`src/rtl/cmis_pkg.sv`:
```
`default_nettype none
package cmis_pkg;

  localparam int MAX_COLUMNS = 64;
  localparam int MAX_ROWS    = 1024;
  localparam int FRAC_BITS   = 16;

  localparam int COL_W   = $clog2(MAX_COLUMNS);
  localparam int ROW_W   = $clog2(MAX_ROWS + 1);
  localparam int SAMP_W  = FRAC_BITS + 1;
  localparam int SUM_W   = SAMP_W + ROW_W - 1;
  localparam int SQ_W    = 2 * SAMP_W + ROW_W - 1;
  // Root width first; the radicand is kept at an even width of bit pairs
  localparam int R_W     = (SQ_W + ROW_W + 1) / 2;
  localparam int D_W     = 2 * R_W;
  localparam int NUM_W   = ROW_W + FRAC_BITS + 16;
  localparam int CCNT_W  = 7;
  localparam int LBL_W   = 12;
  localparam int OLBL_W  = 13;

  localparam logic [1:0] ST_OK      = 2'd0;
  localparam logic [1:0] ST_SAT     = 2'd1;
  localparam logic [1:0] ST_EMPTY   = 2'd2;
  localparam logic [1:0] ST_DROPPED = 2'd3;

  localparam logic [0:0] REG_COLUMN_COUNT = 1'b0;
  localparam logic [0:0] REG_FIRST_LABEL  = 1'b1;

  // Controller commands to the datapath
  typedef struct packed {
    logic clear;
    logic sample_rd;
    logic sample_wr;
    logic fin_rd;
    logic mul_a;
    logic mul_b;
    logic sqrt_start;
    logic div_start;
    logic emit;
    logic emit_err;
    logic [COL_W-1:0] col;
    logic last;
  } cmis_cmd_t;

  typedef struct packed {
    logic sqrt_done;
    logic div_done;
  } cmis_stat_t;

endpackage
`default_nettype wire

```
`src/rtl/cmis_ctrl.sv`:
```
`default_nettype none
module cmis_ctrl (
  input  wire logic                          clk,
  input  wire logic                          rst_n,
  input  wire logic                          start,
  input  wire logic                          in_kind,
  input  wire logic [cmis_pkg::CCNT_W-1:0]   column_count,
  input  wire cmis_pkg::cmis_stat_t          stat,
  output cmis_pkg::cmis_cmd_t                cmd,
  output logic                               busy,
  output logic [cmis_pkg::COL_W-1:0]         sample_col,
  output logic                               acc_en,
  output logic [cmis_pkg::ROW_W-1:0]         row_total,
  output logic                               rows_dropped
);
  import cmis_pkg::*;

  localparam logic [3:0] S_IDLE  = 4'd0;
  localparam logic [3:0] S_WR    = 4'd1;
  localparam logic [3:0] S_RD    = 4'd2;
  localparam logic [3:0] S_MULA  = 4'd3;
  localparam logic [3:0] S_MULB  = 4'd4;
  localparam logic [3:0] S_SQ0   = 4'd5;
  localparam logic [3:0] S_SQ    = 4'd6;
  localparam logic [3:0] S_DV    = 4'd7;
  localparam logic [3:0] S_EMIT  = 4'd8;
  localparam logic [3:0] S_CLR   = 4'd9;

  logic [3:0] state_r, state_nxt;
  logic [COL_W-1:0] col_pos_r, col_r, col_nxt;
  logic [ROW_W-1:0] row_r;
  logic drop_r;
  logic [COL_W:0] ncols;
  logic accept;

  assign ncols = (column_count == '0) ? (COL_W+1)'(1) :
                 (column_count > CCNT_W'(MAX_COLUMNS)) ? (COL_W+1)'(MAX_COLUMNS) :
                 (COL_W+1)'(column_count);
  assign busy = (state_r != S_IDLE);
  assign accept = start && !busy;
  assign sample_col = col_pos_r;
  assign acc_en = (row_r < ROW_W'(MAX_ROWS));
  assign row_total = row_r;
  assign rows_dropped = drop_r;

  // Next state and commands
  always_comb begin
    state_nxt = state_r;
    col_nxt   = col_r;
    cmd       = '0;
    cmd.col   = col_r;
    cmd.last  = ((COL_W+1)'(col_r) + 1'b1 == ncols);
    unique case (state_r)
      S_IDLE: begin
        if (accept) begin
          if (!in_kind) begin
            cmd.sample_rd = 1'b1;
            state_nxt = S_WR;
          end else if (row_r == '0 || col_pos_r != '0) begin
            cmd.emit_err = 1'b1;
            col_nxt = '0;
            state_nxt = S_CLR;
          end else begin
            col_nxt = '0;
            state_nxt = S_RD;
          end
        end
      end
      S_WR: begin
        cmd.sample_wr = 1'b1;
        state_nxt = S_IDLE;
      end
      S_RD:   begin cmd.fin_rd = 1'b1; state_nxt = S_MULA; end
      S_MULA: begin cmd.mul_a = 1'b1; state_nxt = S_MULB; end
      S_MULB: begin cmd.mul_b = 1'b1; state_nxt = S_SQ0; end
      S_SQ0:  begin cmd.sqrt_start = 1'b1; state_nxt = S_SQ; end
      S_SQ: begin
        if (stat.sqrt_done) begin
          cmd.div_start = 1'b1;
          state_nxt = S_DV;
        end
      end
      S_DV: if (stat.div_done) state_nxt = S_EMIT;
      S_EMIT: begin
        cmd.emit = 1'b1;
        if (cmd.last) begin
          col_nxt = '0;
          state_nxt = S_CLR;
        end else begin
          col_nxt = col_r + 1'b1;
          state_nxt = S_RD;
        end
      end
      S_CLR: begin
        cmd.clear = 1'b1;
        col_nxt = col_r + 1'b1;
        if (col_r == COL_W'(MAX_COLUMNS - 1)) state_nxt = S_IDLE;
      end
      default: state_nxt = S_IDLE;
    endcase
  end

  // Hold state, column walk, row count
  always_ff @(posedge clk) begin
    if (!rst_n) begin
      state_r   <= S_IDLE;
      col_r     <= '0;
      col_pos_r <= '0;
      row_r     <= '0;
      drop_r    <= 1'b0;
    end else begin
      state_r <= (state_r == S_IDLE && accept && !in_kind) ? S_WR : state_nxt;
      col_r   <= col_nxt;
      if (cmd.clear && state_nxt == S_IDLE) begin
        col_pos_r <= '0;
        row_r     <= '0;
        drop_r    <= 1'b0;
      end else if (accept && !in_kind) begin
        if (!acc_en) drop_r <= 1'b1;
        if ((COL_W+1)'(col_pos_r) + 1'b1 >= ncols) begin
          col_pos_r <= '0;
          if (acc_en) row_r <= row_r + 1'b1;
        end else begin
          col_pos_r <= col_pos_r + 1'b1;
        end
      end
    end
  end
endmodule
`default_nettype wire

```
`config.mk`:
```
export PLATFORM = sky130hd
export DESIGN_NAME = cmis_ctrl
export DESIGN_NICKNAME = d
export VERILOG_FILES = /design/src/rtl/cmis_pkg.sv /design/src/rtl/cmis_ctrl.sv
export SDC_FILE = /design/constraint.sdc
export NUM_CORES = 1
export LEC_CHECK = 0
export BUFFER_PORTS_ARGS = -buffer_cell sky130_fd_sc_hd__buf_2
export CORE_MARGIN = 1.5
export CORE_UTILIZATION = 50
export CTS_BUF_LIST = sky130_fd_sc_hd__clkbuf_4
export DETAILED_ROUTE_END_ITERATION = 16
export GPL_TIMING_DRIVEN = 0
export PLACE_DENSITY = 0.87
export SLEW_MARGIN = 5
export SYNTH_ARGS = -nofsm -noshare
export SYNTH_HDL_FRONTEND = slang
export SYNTH_SLANG_ARGS = --single-unit
```
`constraint.sdc`:
```
create_clock -name clk -period 9.6 [get_ports clk]
set_input_delay 2.88 -clock clk [delete_from_list [all_inputs] [get_ports clk]]
set_output_delay 2.88 -clock clk [all_outputs]
set_load 0.01 [all_outputs]
```
Word level (Yosys, flattened, before mapping)
Index checks and enable logic that the tools add are counted.

Add/subtract/negate cells: 5. Order comparisons: 3. Equality and inequality tests: 13. Muxes and demuxes: 32. Bitwise operators: 2. Reduce and logical (&&, ||, !) cells: 20.

Operators by type and width (count): case mux 4 bit (9 select lines) (1); 2-to-1 mux 4 bit (7); 2-to-1 mux 6 bit (4); case mux 6 bit (3 select lines) (1); 2-to-1 mux 1 bit (17); == test 4 x 3 -> 1 bit, second input constant (4); adder 6 x 1 -> 7 bit, second input constant (2); 2-to-1 mux 7 bit (2); adder 6 x 1 -> 6 bit, second input constant (2); adder 11 x 1 -> 11 bit, second input constant (1); zero test 11 bit (1); less-than comparator 11 bit, second input constant (1); == test 4 x 2 -> 1 bit, second input constant (2); == test 4 bit, second input constant (2); zero test 4 bit (2); == test 7 bit (1); >= comparator 7 bit (1); > comparator 7 bit, second input constant (1); zero test 7 bit (1); == test 6 bit, second input constant (1); AND reduction 3 bit (2); nonzero test 6 bit (1); logical AND 1 bit (5); == test 4 x 1 -> 1 bit, second input constant (1); other kinds (8) (12).

Register bits after elaboration: 28. Bits of input ports: 13. Output and inout port bits: 37. Logic and storage cells: 81.

Logic depth before layout (Yosys ltp)
Gate-level depths: netlist of the first run.

Word-level depth: 9. Mapped depth: 13. Gate-level depth less buffers: 12.

Worst setup path before layout of the first run
No wires, ideal clock.

Path kind: input to output. Start: in column_count[1] (netlist name). End: out cmd[0] (netlist name). Data arrival time: 4299 ps. Data required time: 6720 ps. Slack: 2421 ps. Stages: 5. Buffers on the path: 0. Path through: or4_4 -> or4_1 -> a31oi_1 -> or3_1 -> and2_2.

RTL lines: start, declared (line cmis_ctrl.sv:7) `input wire logic [cmis_pkg::CCNT_W-1:0] column_count,`; end, declared (line cmis_ctrl.sv:9) `output cmis_pkg::cmis_cmd_t cmd,`.

==> results of run 1 <==
-- Yosys cell counts (2+ instances only) --
master,n
nand2_1,33
dfxtp_1,28
a21oi_1,25
nor2_1,18
nand3_1,15
o21ai_0,13
ha_1,12
and3_1,10
inv_1,10
or3_1,8
nand2b_1,6
xor2_1,6
nand4_1,5
xnor2_1,5
clkbuf_1,4
or4_1,4
nor2b_1,3
nor4_1,3
o31ai_1,3
a2111oi_0,2
a211oi_1,2
buf_2,2
mux2i_1,2
nand3b_1,2
nor2_2,2
nor3_1,2
nor3b_1,2
nor4b_1,2
o22ai_1,2
-- how the worst max path moves through the flow --
stage | from | to | slack [ns] | cells after the start
after floorplan | column_count[1] | cmd[0] | 2.42 | 5
after global placement | column_count[1] | cmd[0] | 2.12 | 7
after detailed placement | column_count[1] | cmd[0] | 2.08 | 7
after CTS | column_count[1] | cmd[0] | 2.09 | 7
after global routing | column_count[1] | cmd[0] | 2.02 | 7
final | column_count[1] | cmd[0] | 2.10 | 7
-- worst min-delay path, stage by stage (launching register included) --
cell     delay [ns]
dfxtp_1        0.36
a21oi_1        0.04
nor2_1         0.07
-- metal layers --
| layer | track usage | wire [µm] | up-vias |
|---|---|---|---|
| met5 | 0 | 0 | - |
| met4 | 0.0625 | 57 | 0 |
| met3 | 0.0274 | 211 | 4 |
| met2 | 0.357 | 2050 | 53 |
| met1 | 0.303 | 2140 | 917 |
| li1 | - | - | 1013 |
-- registers in the layout (all words and copies together) (netlist names) --
register      cells
row_total        11
sample_col        6
col_r             6
state_r           4
rows_dropped      1
-- cells in the final DEF (no fill, tap or decap), types with 2 or more instances in the layout --
master	count
buf_2	50
nand2_1	33
dfxtp_1	28
a21oi_1	25
nor2_1	18
nand3_1	15
o21ai_0	13
ha_1	12
inv_1	10
and3_1	10
or3_1	8
xor2_1	6
nand2b_1	6
xnor2_1	5
nand4_1	5
or4_1	4
clkbuf_1	4
clkbuf_4	4
nor2b_1	3
nor4_1	3
o31ai_1	3
nor3b_1	2
a211oi_1	2
nor4b_1	2
nor2_2	2
nor3_1	2
a2111oi_0	2
mux2i_1	2
nand3b_1	2
o22ai_1	2
-- per-stage QoR --
step	setup WS, ns	area, µm²	instances
after detailed placement	2.08	2250	348
after floorplan	2.42	1950	252
after CTS	2.09	2270	352
after global routing	2.02	2270	352
final	2.10	2270	352
after global placement	2.12	2250	348
-- area by class of cell --
type | instances | area, µm²
Fill cell | 362 | 1420
Multi-Input combinational cell | 205 | 1290
Sequential cell | 28 | 561
Timing Repair Buffer | 48 | 240
Tap cell | 48 | 60.1
Buffer | 9 | 53.8
Inverter | 10 | 37.5
Clock buffer | 3 | 22.5
Clock inverter | 1 | 3.75
-- cell families (layout without fill, tap and decap cells) --
logic type / count (synthesis) / count (layout) / share of synthesized area
flip-flops: 28 / 28 / 0.288
multiplexers: 2 / 2 / 0.0103
buffers and inverters: 19 / 71 / 0.0469
AO/OA/AOI/OAI: 55 / 55 / 0.165
XOR/XNOR: 13 / 13 / 0.0733
adder cells (fa/ha/maj): 12 / 12 / 0.0772
AND/OR/NAND/NOR: 123 / 123 / 0.339
-- report_power, final --
group          total [mW]  internal, mW  switching [mW]
Combinational      0.0605        0.0250          0.0355
Clock              0.0505        0.0153          0.0352
Sequential          0.124         0.119         0.00433
==> impl_metrics.json, run 1 <==
{
  "routed_wire_length_per_instance_um": 12.7,
  "drc_violations_left": 0,
  "route.detailed.vias_per_inst": 5.64,
  "timing_worst_slew_pin_value_ns": 0.646,
  "die_height_um": 65.4,
  "end_kind": "primary output",
  "clock_insertion_delay_worst_skew_ns": 0.33,
  "synthDominantAreaCellType": "dfxtp_1",
  "holdPathStages": 2,
  "antenna_found_initial": 0,
  "yosysWarnings": 0,
  "max-clock-path-buffers": 2,
  "clock_skew_ns": 0.00390,
  "reg2reg_setup_slack_ns": 6.54,
  "pin_count": 50,
  "ys_async_sr_fraction": 0,
  "initial_core_utilization": 0.527,
  "report.final.slew_viol_count": 0,
  "cts_made_buffers": 3,
  "layout_worst_path_cycle_share": 0.781,
  "mappedNetlistArea_um2": 1950,
  "synth_top_area_share": 0.288,
  "required_ns": 6.72,
  "report.final.hold_viol_count": 0,
  "cts_hold_buf": 0,
  "crit_top_cell": "buf_2",
  "grt-ovfl-total": 0,
  "place_congestion": 0.864,
  "power.density_nw_per_um2": 103,
  "global_routing_usage_summed_across_all_routing_layers": 0.219,
  "synth.ff_latch_count": 28,
  "leading_register_cell_type_out_of_synthesis": "dfxtp_1",
  "synth_nets": 277,
  "synth_enable_flop_cells": 0,
  "dr_total_vias": 1987,
  "first_pass_iters": 4,
  "final_hpwl_dp_um": 3430,
  "outcome": "completed",
  "leakage_power_total_nw": 1.04,
  "r2r_start": "sample_col[1]",
  "timing.rr.end": "row_total[8]",
  "syn-instance-count": 252,
  "worstHoldStart": "rows_dropped",
  "cpPeakStageDelay_ns": 0.54,
  "rows": 22,
  "cp_num_buf_inv": 2,
  "worst-setup-path-type": "in -> out",
  "die_area_um2": 4270,
  "yosys.cell_types.count": 50,
  "synth.yosys.seq_area_share": 0.288,
  "final_core_utilization": 0.616,
  "layout.nets": 330,
  "number_of_global_route_vias_before_repair": 1663,
  "worst_path_dominant_cell_family": "simple AND/OR/NAND/NOR gates",
  "cp_max_fo": 3,
  "area.growth.synth_to_final_pct": 16.8,
  "worst_ir_drop_vdd_v": 0.0000467,
  "critPathArrivalTime_ns": 4.62,
  "coreArea_um2": 3690,
  "deepest_level_of_the_cts_h_tree": 1,
  "port-buffer-count": 48,
  "cp_slowest_cell": "or4_4",
  "netlist_top_cells_area": "dfxtp_1, ha_1, a21oi_1, nand2_1, nand3_1",
  "floorplan.die.width_um": 65.4,
  "total_number_of_clock_tree_sinks": 28,
  "fin_setup_tns_ns": 0,
  "drt-initial-drc-count": 194,
  "startpoint_type": "input port",
  "grt_first_pass_wirelength_um": 7530,
  "pin_count_of_the_biggest_net_entering_global_routing": 16,
  "final_period_minus_worst_setup_slack_ns": 7.50,
  "clk_transition_reported_paths_ns": 0.15,
  "grt_setup_unrepaired": "false",
  "worst_slew_margin_rel": 0.567,
  "worst_hold_slack_ns": 0.507,
  "crit_path_cell_trace": "buf_2 -> or4_4 -> or4_1 -> a31oi_1 -> or3_1 -> and2_2 -> buf_2",
  "worst_hold_endpoint": "rows_dropped",
  "worstRegToRegCells": 10,
  "drt-total-wl_um": 4450,
  "final-setup-viol-count": 0,
  "power_mw": 0.235,
  "antenna_cells": 0,
  "final_antenna_net_count": 0,
  "worstHoldPathType": "reg -> reg",
  "maxCapViolations": 0,
  "clock-root-buffer": "clkbuf_4",
  "tritoncts_clock_tree": "built",
  "ctsResizeCount": 0,
  "post-cts-setup-buffers": 0,
  "drive_above_1_share": 0.220,
  "syn-mean-instance-area_um2": 7.72,
  "maxClockFrequency_mhz": 133
}
Power figures use the tool's default switching activity.
==> inputs of run 2 (changes only) <==
PLACE_DENSITY = 0.9   (was 0.87)
clock period = 6.79 ns   (was 9.6 ns; I/O delays follow)
==> run 2 against run 1 <==
Count of clock-buffer cells in the layout unchanged. Core utilization rose by 0.71 points. Worst hold slack improved by 0.0062 ns. Critical path depth is the same. Sequential share of layout area shrank 0.28 points. Sequential power is 41% higher. Final cell count unchanged. Largest cell class unchanged.
==> impl_metrics.json, run 2 (same netlist as run 1, synthesis figures left out) <==
{
  "coreArea_um2": 3690,
  "rows": 22,
  "deepest_level_of_the_cts_h_tree": 1,
  "worst_setup_path_startpoint": "column_count[1]",
  "first_pass_iters": 4,
  "commonest_non_fill_non_tap_cell_in_the_layout": "buf_2",
  "area.growth.synth_to_final_pct": 18.1,
  "final_period_minus_worst_setup_slack_ns": 5.80,
  "crit_path_cell_trace": "buf_2 -> or4_4 -> or4_1 -> a31oi_1 -> or3_1 -> and2_2 -> buf_2",
  "final_antenna_net_count": 0,
  "worst_path_dominant_cell_family": "simple AND/OR/NAND/NOR gates",
  "grt_setup_unrepaired": "false",
  "layout.nets": 330,
  "worstHoldPathType": "reg -> reg",
  "fin_setup_tns_ns": 0,
  "final-setup-viol-count": 0,
  "critPathArrivalTime_ns": 3.77,
  "antenna_found_initial": 0,
  "drt-initial-drc-count": 175,
  "total_number_of_clock_tree_sinks": 28,
  "preCtsSetupSlack_ns": 0.985,
  "timing_worst_slew_pin_value_ns": 0.680,
  "power.density_nw_per_um2": 163,
  "ctsResizeCount": 0,
  "worst_ir_drop_vdd_v": 0.000113,
  "place_congestion": 0.845,
  "number_of_global_route_vias_before_repair": 1723,
  "cp_num_buf_inv": 2,
  "required_ns": 4.75,
  "leakage_power_total_nw": 1.06,
  "final_hpwl_dp_um": 3400,
  "die_height_um": 65.4,
  "design_area_um2": 2300,
  "startpoint_type": "input port",
  "r2r_start": "sample_col[0]",
  "cts_made_buffers": 3,
  "die_area_um2": 4270,
  "max-clock-path-buffers": 2,
  "maxCapViolations": 0,
  "antenna_cells": 0,
  "route.detailed.vias_per_inst": 5.60,
  "pin_count_of_the_biggest_net_entering_global_routing": 17,
  "grt-ovfl-total": 0,
  "worst_hold_slack_ns": 0.513,
  "port-buffer-count": 48,
  "end_kind": "primary output",
  "clk_transition_reported_paths_ns": 0.16,
  "drc_violations_left": 0,
  "pin_count": 50,
  "cts_hold_buf": 0,
  "global_routing_usage_summed_across_all_routing_layers": 0.214,
  "most_frequent_cells_in_the_layout": "buf_2, nand2_1, dfxtp_1",
  "worst_slew_margin_rel": 0.544,
  "tritoncts_clock_tree": "built",
  "worst-setup-path-type": "in -> out",
  "routed_wire_length_per_instance_um": 12.8,
  "cpPeakStageDelay_ns": 0.54,
  "clock_skew_ns": 0.00373,
  "drt-total-wl_um": 4500,
  "worstHoldStart": "rows_dropped",
  "cp_max_fo": 3,
  "clock-root-buffer": "clkbuf_4",
  "post-cts-setup-buffers": 0,
  "cp_slowest_cell": "or4_4",
  "nFillCells": 332,
  "outcome": "completed",
  "report.final.hold_viol_count": 0,
  "dpl-instance-area_um2": 2250,
  "layout_worst_path_cycle_share": 0.855,
  "clock_insertion_delay_worst_skew_ns": 0.34,
  "number_of_flip_flops_in_the_largest_register": 11,
  "power_mw": 0.374,
  "initial_core_utilization": 0.527,
  "floorplan.die.width_um": 65.4,
  "maxClockFrequency_mhz": 172,
  "crit_top_cell": "buf_2",
  "dr_total_vias": 1972,
  "drive_above_1_share": 0.224,
  "grt_first_pass_wirelength_um": 7440,
  "fin_ws_ns": 0.986,
  "report.final.slew_viol_count": 0
}
run 2: changes by cell type in the layout (fill, tap and decap cells not counted), sizes merged:
cell / delta
bufinv: +1
clkinv: -1
run 2: through the flow:
| step | std cells | util |
|---|---|---|
| CTS | 352 | 0.623 |
| finish | 352 | 0.623 |
| detailed placement | 348 | 0.609 |
| global placement | 348 | 0.609 |
| global route | 352 | 0.623 |
| floorplan | 252 | - |
run 2: metal layers:
layer,part of all wire,up-vias,global-route usage
met5,0,-,0
met4,0.013,0,0.0599
met3,0.059,7,0.0274
met2,0.45,65,0.356
met1,0.47,888,0.292
li1,-,1012,-
run 2: layout make-up:
| type | count | area (µm²) | share of cell area |
|---|---|---|---|
| buffer | 9 | 53.8 | 0.0234 |
| clock buffer | 3 | 22.5 | 0.00980 |
| clock inverter | 1 | 30.0 | 0.0131 |
| inverter | 10 | 37.5 | 0.0163 |
| multi-input combinational | 205 | 1290 | 0.563 |
| sequential | 28 | 561 | 0.244 |
| tap | 48 | 60.1 | 0.0261 |
| timing repair buffer | 48 | 240 | 0.105 |
run 2: final timing paths:
path	endpoint	slack, ns	cells after the start
setup / recovery	cmd[0]	0.99	7
hold / removal	rows_dropped	0.51	2
setup reg to reg	row_total[8]	3.71	10
hold reg to reg	rows_dropped	0.51	2
run 2: tightest hold or removal path, delay by kind of cell (launching register included):
family | cells | cell delay, ns
compound gates | 1 | 0.04
flops | 1 | 0.37
simple gates | 1 | 0.08
run 2: report_power, final:
group	internal (mW)	switching (mW)	leakage, nW
registers	0.169	0.00591	0.226
logic	0.0353	0.0509	0.801
clock network	0.0598	0.0533	0.0279
==> inputs of run 3 (changes only) <==
--- a/config.mk
+++ b/config.mk
@@ -12,5 +12,5 @@
 export DETAILED_ROUTE_END_ITERATION = 16
 export GPL_TIMING_DRIVEN = 0
-export PLACE_DENSITY = 0.9
+export PLACE_DENSITY = 0.81
 export SLEW_MARGIN = 5
 export SYNTH_ARGS = -nofsm -noshare
==> constraint.sdc (replaced) <==
create_clock -name clk -period 6.79 [get_ports clk]
set_input_delay 1.0185 -clock clk [delete_from_list [all_inputs] [get_ports clk]]
set_output_delay 1.0185 -clock clk [all_outputs]
set_load 0.01 [all_outputs]
==> run 3 against run 2 <==
Non-clock buffer count stayed put. Clock skew is 0.0046 ns higher. Flip-flop and latch count stayed put. Wire length is 0.67% higher. Critical path type unchanged. Critical endpoint unchanged.
==> impl_metrics.json, run 3 (same netlist as run 1, synthesis figures left out) <==
{
  "outcome": "completed",
  "crit_top_cell": "buf_2",
  "global_routing_usage_summed_across_all_routing_layers": 0.222,
  "routed_wire_length_per_instance_um": 12.9,
  "maxCapViolations": 0,
  "worstHoldPathType": "reg -> reg",
  "required_ns": 5.77,
  "dpl-instance-area_um2": 2250,
  "worst_ir_drop_vdd_v": 0.000109,
  "crit_path_cell_trace": "buf_2 -> or4_4 -> or4_1 -> a31oi_1 -> or3_1 -> and2_2 -> buf_2",
  "dr_total_vias": 1971,
  "cts_made_buffers": 3,
  "clk_transition_reported_paths_ns": 0.16,
  "cts_hold_buf": 0,
  "first_pass_iters": 4,
  "post-cts-setup-buffers": 0,
  "die_area_um2": 4270,
  "maxClockFrequency_mhz": 264,
  "commonest_non_fill_non_tap_cell_in_the_layout": "buf_2",
  "worst_path_dominant_cell_family": "simple AND/OR/NAND/NOR gates",
  "cp_num_buf_inv": 2,
  "startpoint_type": "input port",
  "critPathArrivalTime_ns": 2.77,
  "end_kind": "primary output",
  "design_area_um2": 2270,
  "number_of_global_route_vias_before_repair": 1753,
  "nFillCells": 354,
  "route.detailed.vias_per_inst": 5.60,
  "rows": 22,
  "total_number_of_clock_tree_sinks": 28,
  "drc_violations_left": 0,
  "report.final.slew_viol_count": 0,
  "fin_ws_ns": 3.00,
  "final_antenna_net_count": 0,
  "final_core_utilization": 0.616,
  "grt_first_pass_wirelength_um": 7670,
  "clock_skew_ns": 0.00835,
  "clock_insertion_delay_worst_skew_ns": 0.33,
  "die_height_um": 65.4,
  "deepest_level_of_the_cts_h_tree": 1,
  "port-buffer-count": 48,
  "leakage_power_total_nw": 1.04,
  "drive_above_1_share": 0.220,
  "timing_worst_slew_pin_value_ns": 0.651,
  "area.growth.synth_to_final_pct": 16.8,
  "preCtsSetupSlack_ns": 2.79,
  "cpPeakStageDelay_ns": 0.54,
  "max-clock-path-buffers": 2,
  "pin_count_of_the_biggest_net_entering_global_routing": 16,
  "cp_slowest_cell": "or4_4",
  "final-setup-viol-count": 0,
  "worst-setup-path-type": "in -> out",
  "fin_setup_tns_ns": 0,
  "drt-total-wl_um": 4530,
  "layout_worst_path_cycle_share": 0.558,
  "tritoncts_clock_tree": "built",
  "coreArea_um2": 3690,
  "final_hpwl_dp_um": 3480,
  "antenna_found_initial": 0,
  "floorplan.die.width_um": 65.4,
  "layout.nets": 330,
  "cp_max_fo": 3,
  "place_congestion": 0.821,
  "grt_setup_unrepaired": "false",
  "antenna_cells": 0,
  "pin_count": 50,
  "power.density_nw_per_um2": 147,
  "final_period_minus_worst_setup_slack_ns": 3.79,
  "grt-ovfl-total": 0,
  "ctsResizeCount": 0,
  "most_frequent_cells_in_the_layout": "buf_2, nand2_1, dfxtp_1",
  "area.sequential_um2": 561,
  "initial_core_utilization": 0.527,
  "report.final.hold_viol_count": 0,
  "drt-initial-drc-count": 160,
  "area_occupied_by_multi_input_gates_um2": 1290,
  "number_of_flip_flops_in_the_largest_register": 11,
  "clock-root-buffer": "clkbuf_4",
  "worst_slew_margin_rel": 0.563
}
==> run 3: cell types whose count changed in the layout (fill, tap and decap cells not counted), sizes merged <==
cell,previous run,this run
bufinv,1,0
clkinv,0,1
==> run 3: path summary, 6_finish.rpt <==
| check | startpoint | end | slack [ns] | cells after the start |
|---|---|---|---|---|
| worst max-delay path | column_count[1] | cmd[0] | 3.00 | 7 |
| worst min-delay path | rows_dropped | rows_dropped | 0.50 | 2 |
| worst max register to register | sample_col[0] | row_total[8] | 3.69 | 10 |
| worst min register to register | rows_dropped | rows_dropped | 0.50 | 2 |
==> run 3: worst register-to-register path, cell delays in order, from the launching register on <==
cell     delay, ns
dfxtp_1       0.43
ha_1          0.26
nand3_1       0.17
xnor2_1       0.17
ha_1          0.30
nand2_1       0.05
o21ai_0       0.49
nand3_1       0.37
buf_2         0.30
or3_1         0.36
a21oi_1       0.16
==> run 3: area by class of cell <==
type / instances / area share
clock inverter: 1 / 0.00165
sequential: 28 / 0.247
inverter: 10 / 0.0165
buffer: 9 / 0.0237
tap: 48 / 0.0264
timing repair buffer: 48 / 0.106
multi-input combinational: 205 / 0.569
clock buffer: 3 / 0.00991
==> run 3: power by group <==
group	internal (mW)	total (mW)	leakage [nW]	switching (mW)
registers	0.169	0.175	0.226	0.00584
logic	0.0354	0.0864	0.801	0.0510
clock network	0.0216	0.0721	0.0154	0.0505
total	0.226	0.333	1.04	0.107
==> run 3: through the flow <==
stage | hold slack (ns) | std cells | total power, mW
global placement | 0.448 | 348 | 0.262
CTS | 0.511 | 352 | 0.335
global route | 0.559 | 352 | 0.355
floorplan | 0.505 | 252 | 0.237
detailed placement | 0.471 | 348 | 0.265
finish | 0.505 | 352 | 0.333
==> run 3: routing by layer <==
metal | vias up | GRT usage | wire [µm]
met2 | 44 | 0.369 | 2100
met4 | 0 | 0.0469 | 24
met3 | 2 | 0.0462 | 183
met1 | 915 | 0.297 | 2220
met5 | - | 0 | 0
li1 | 1010 | - | -
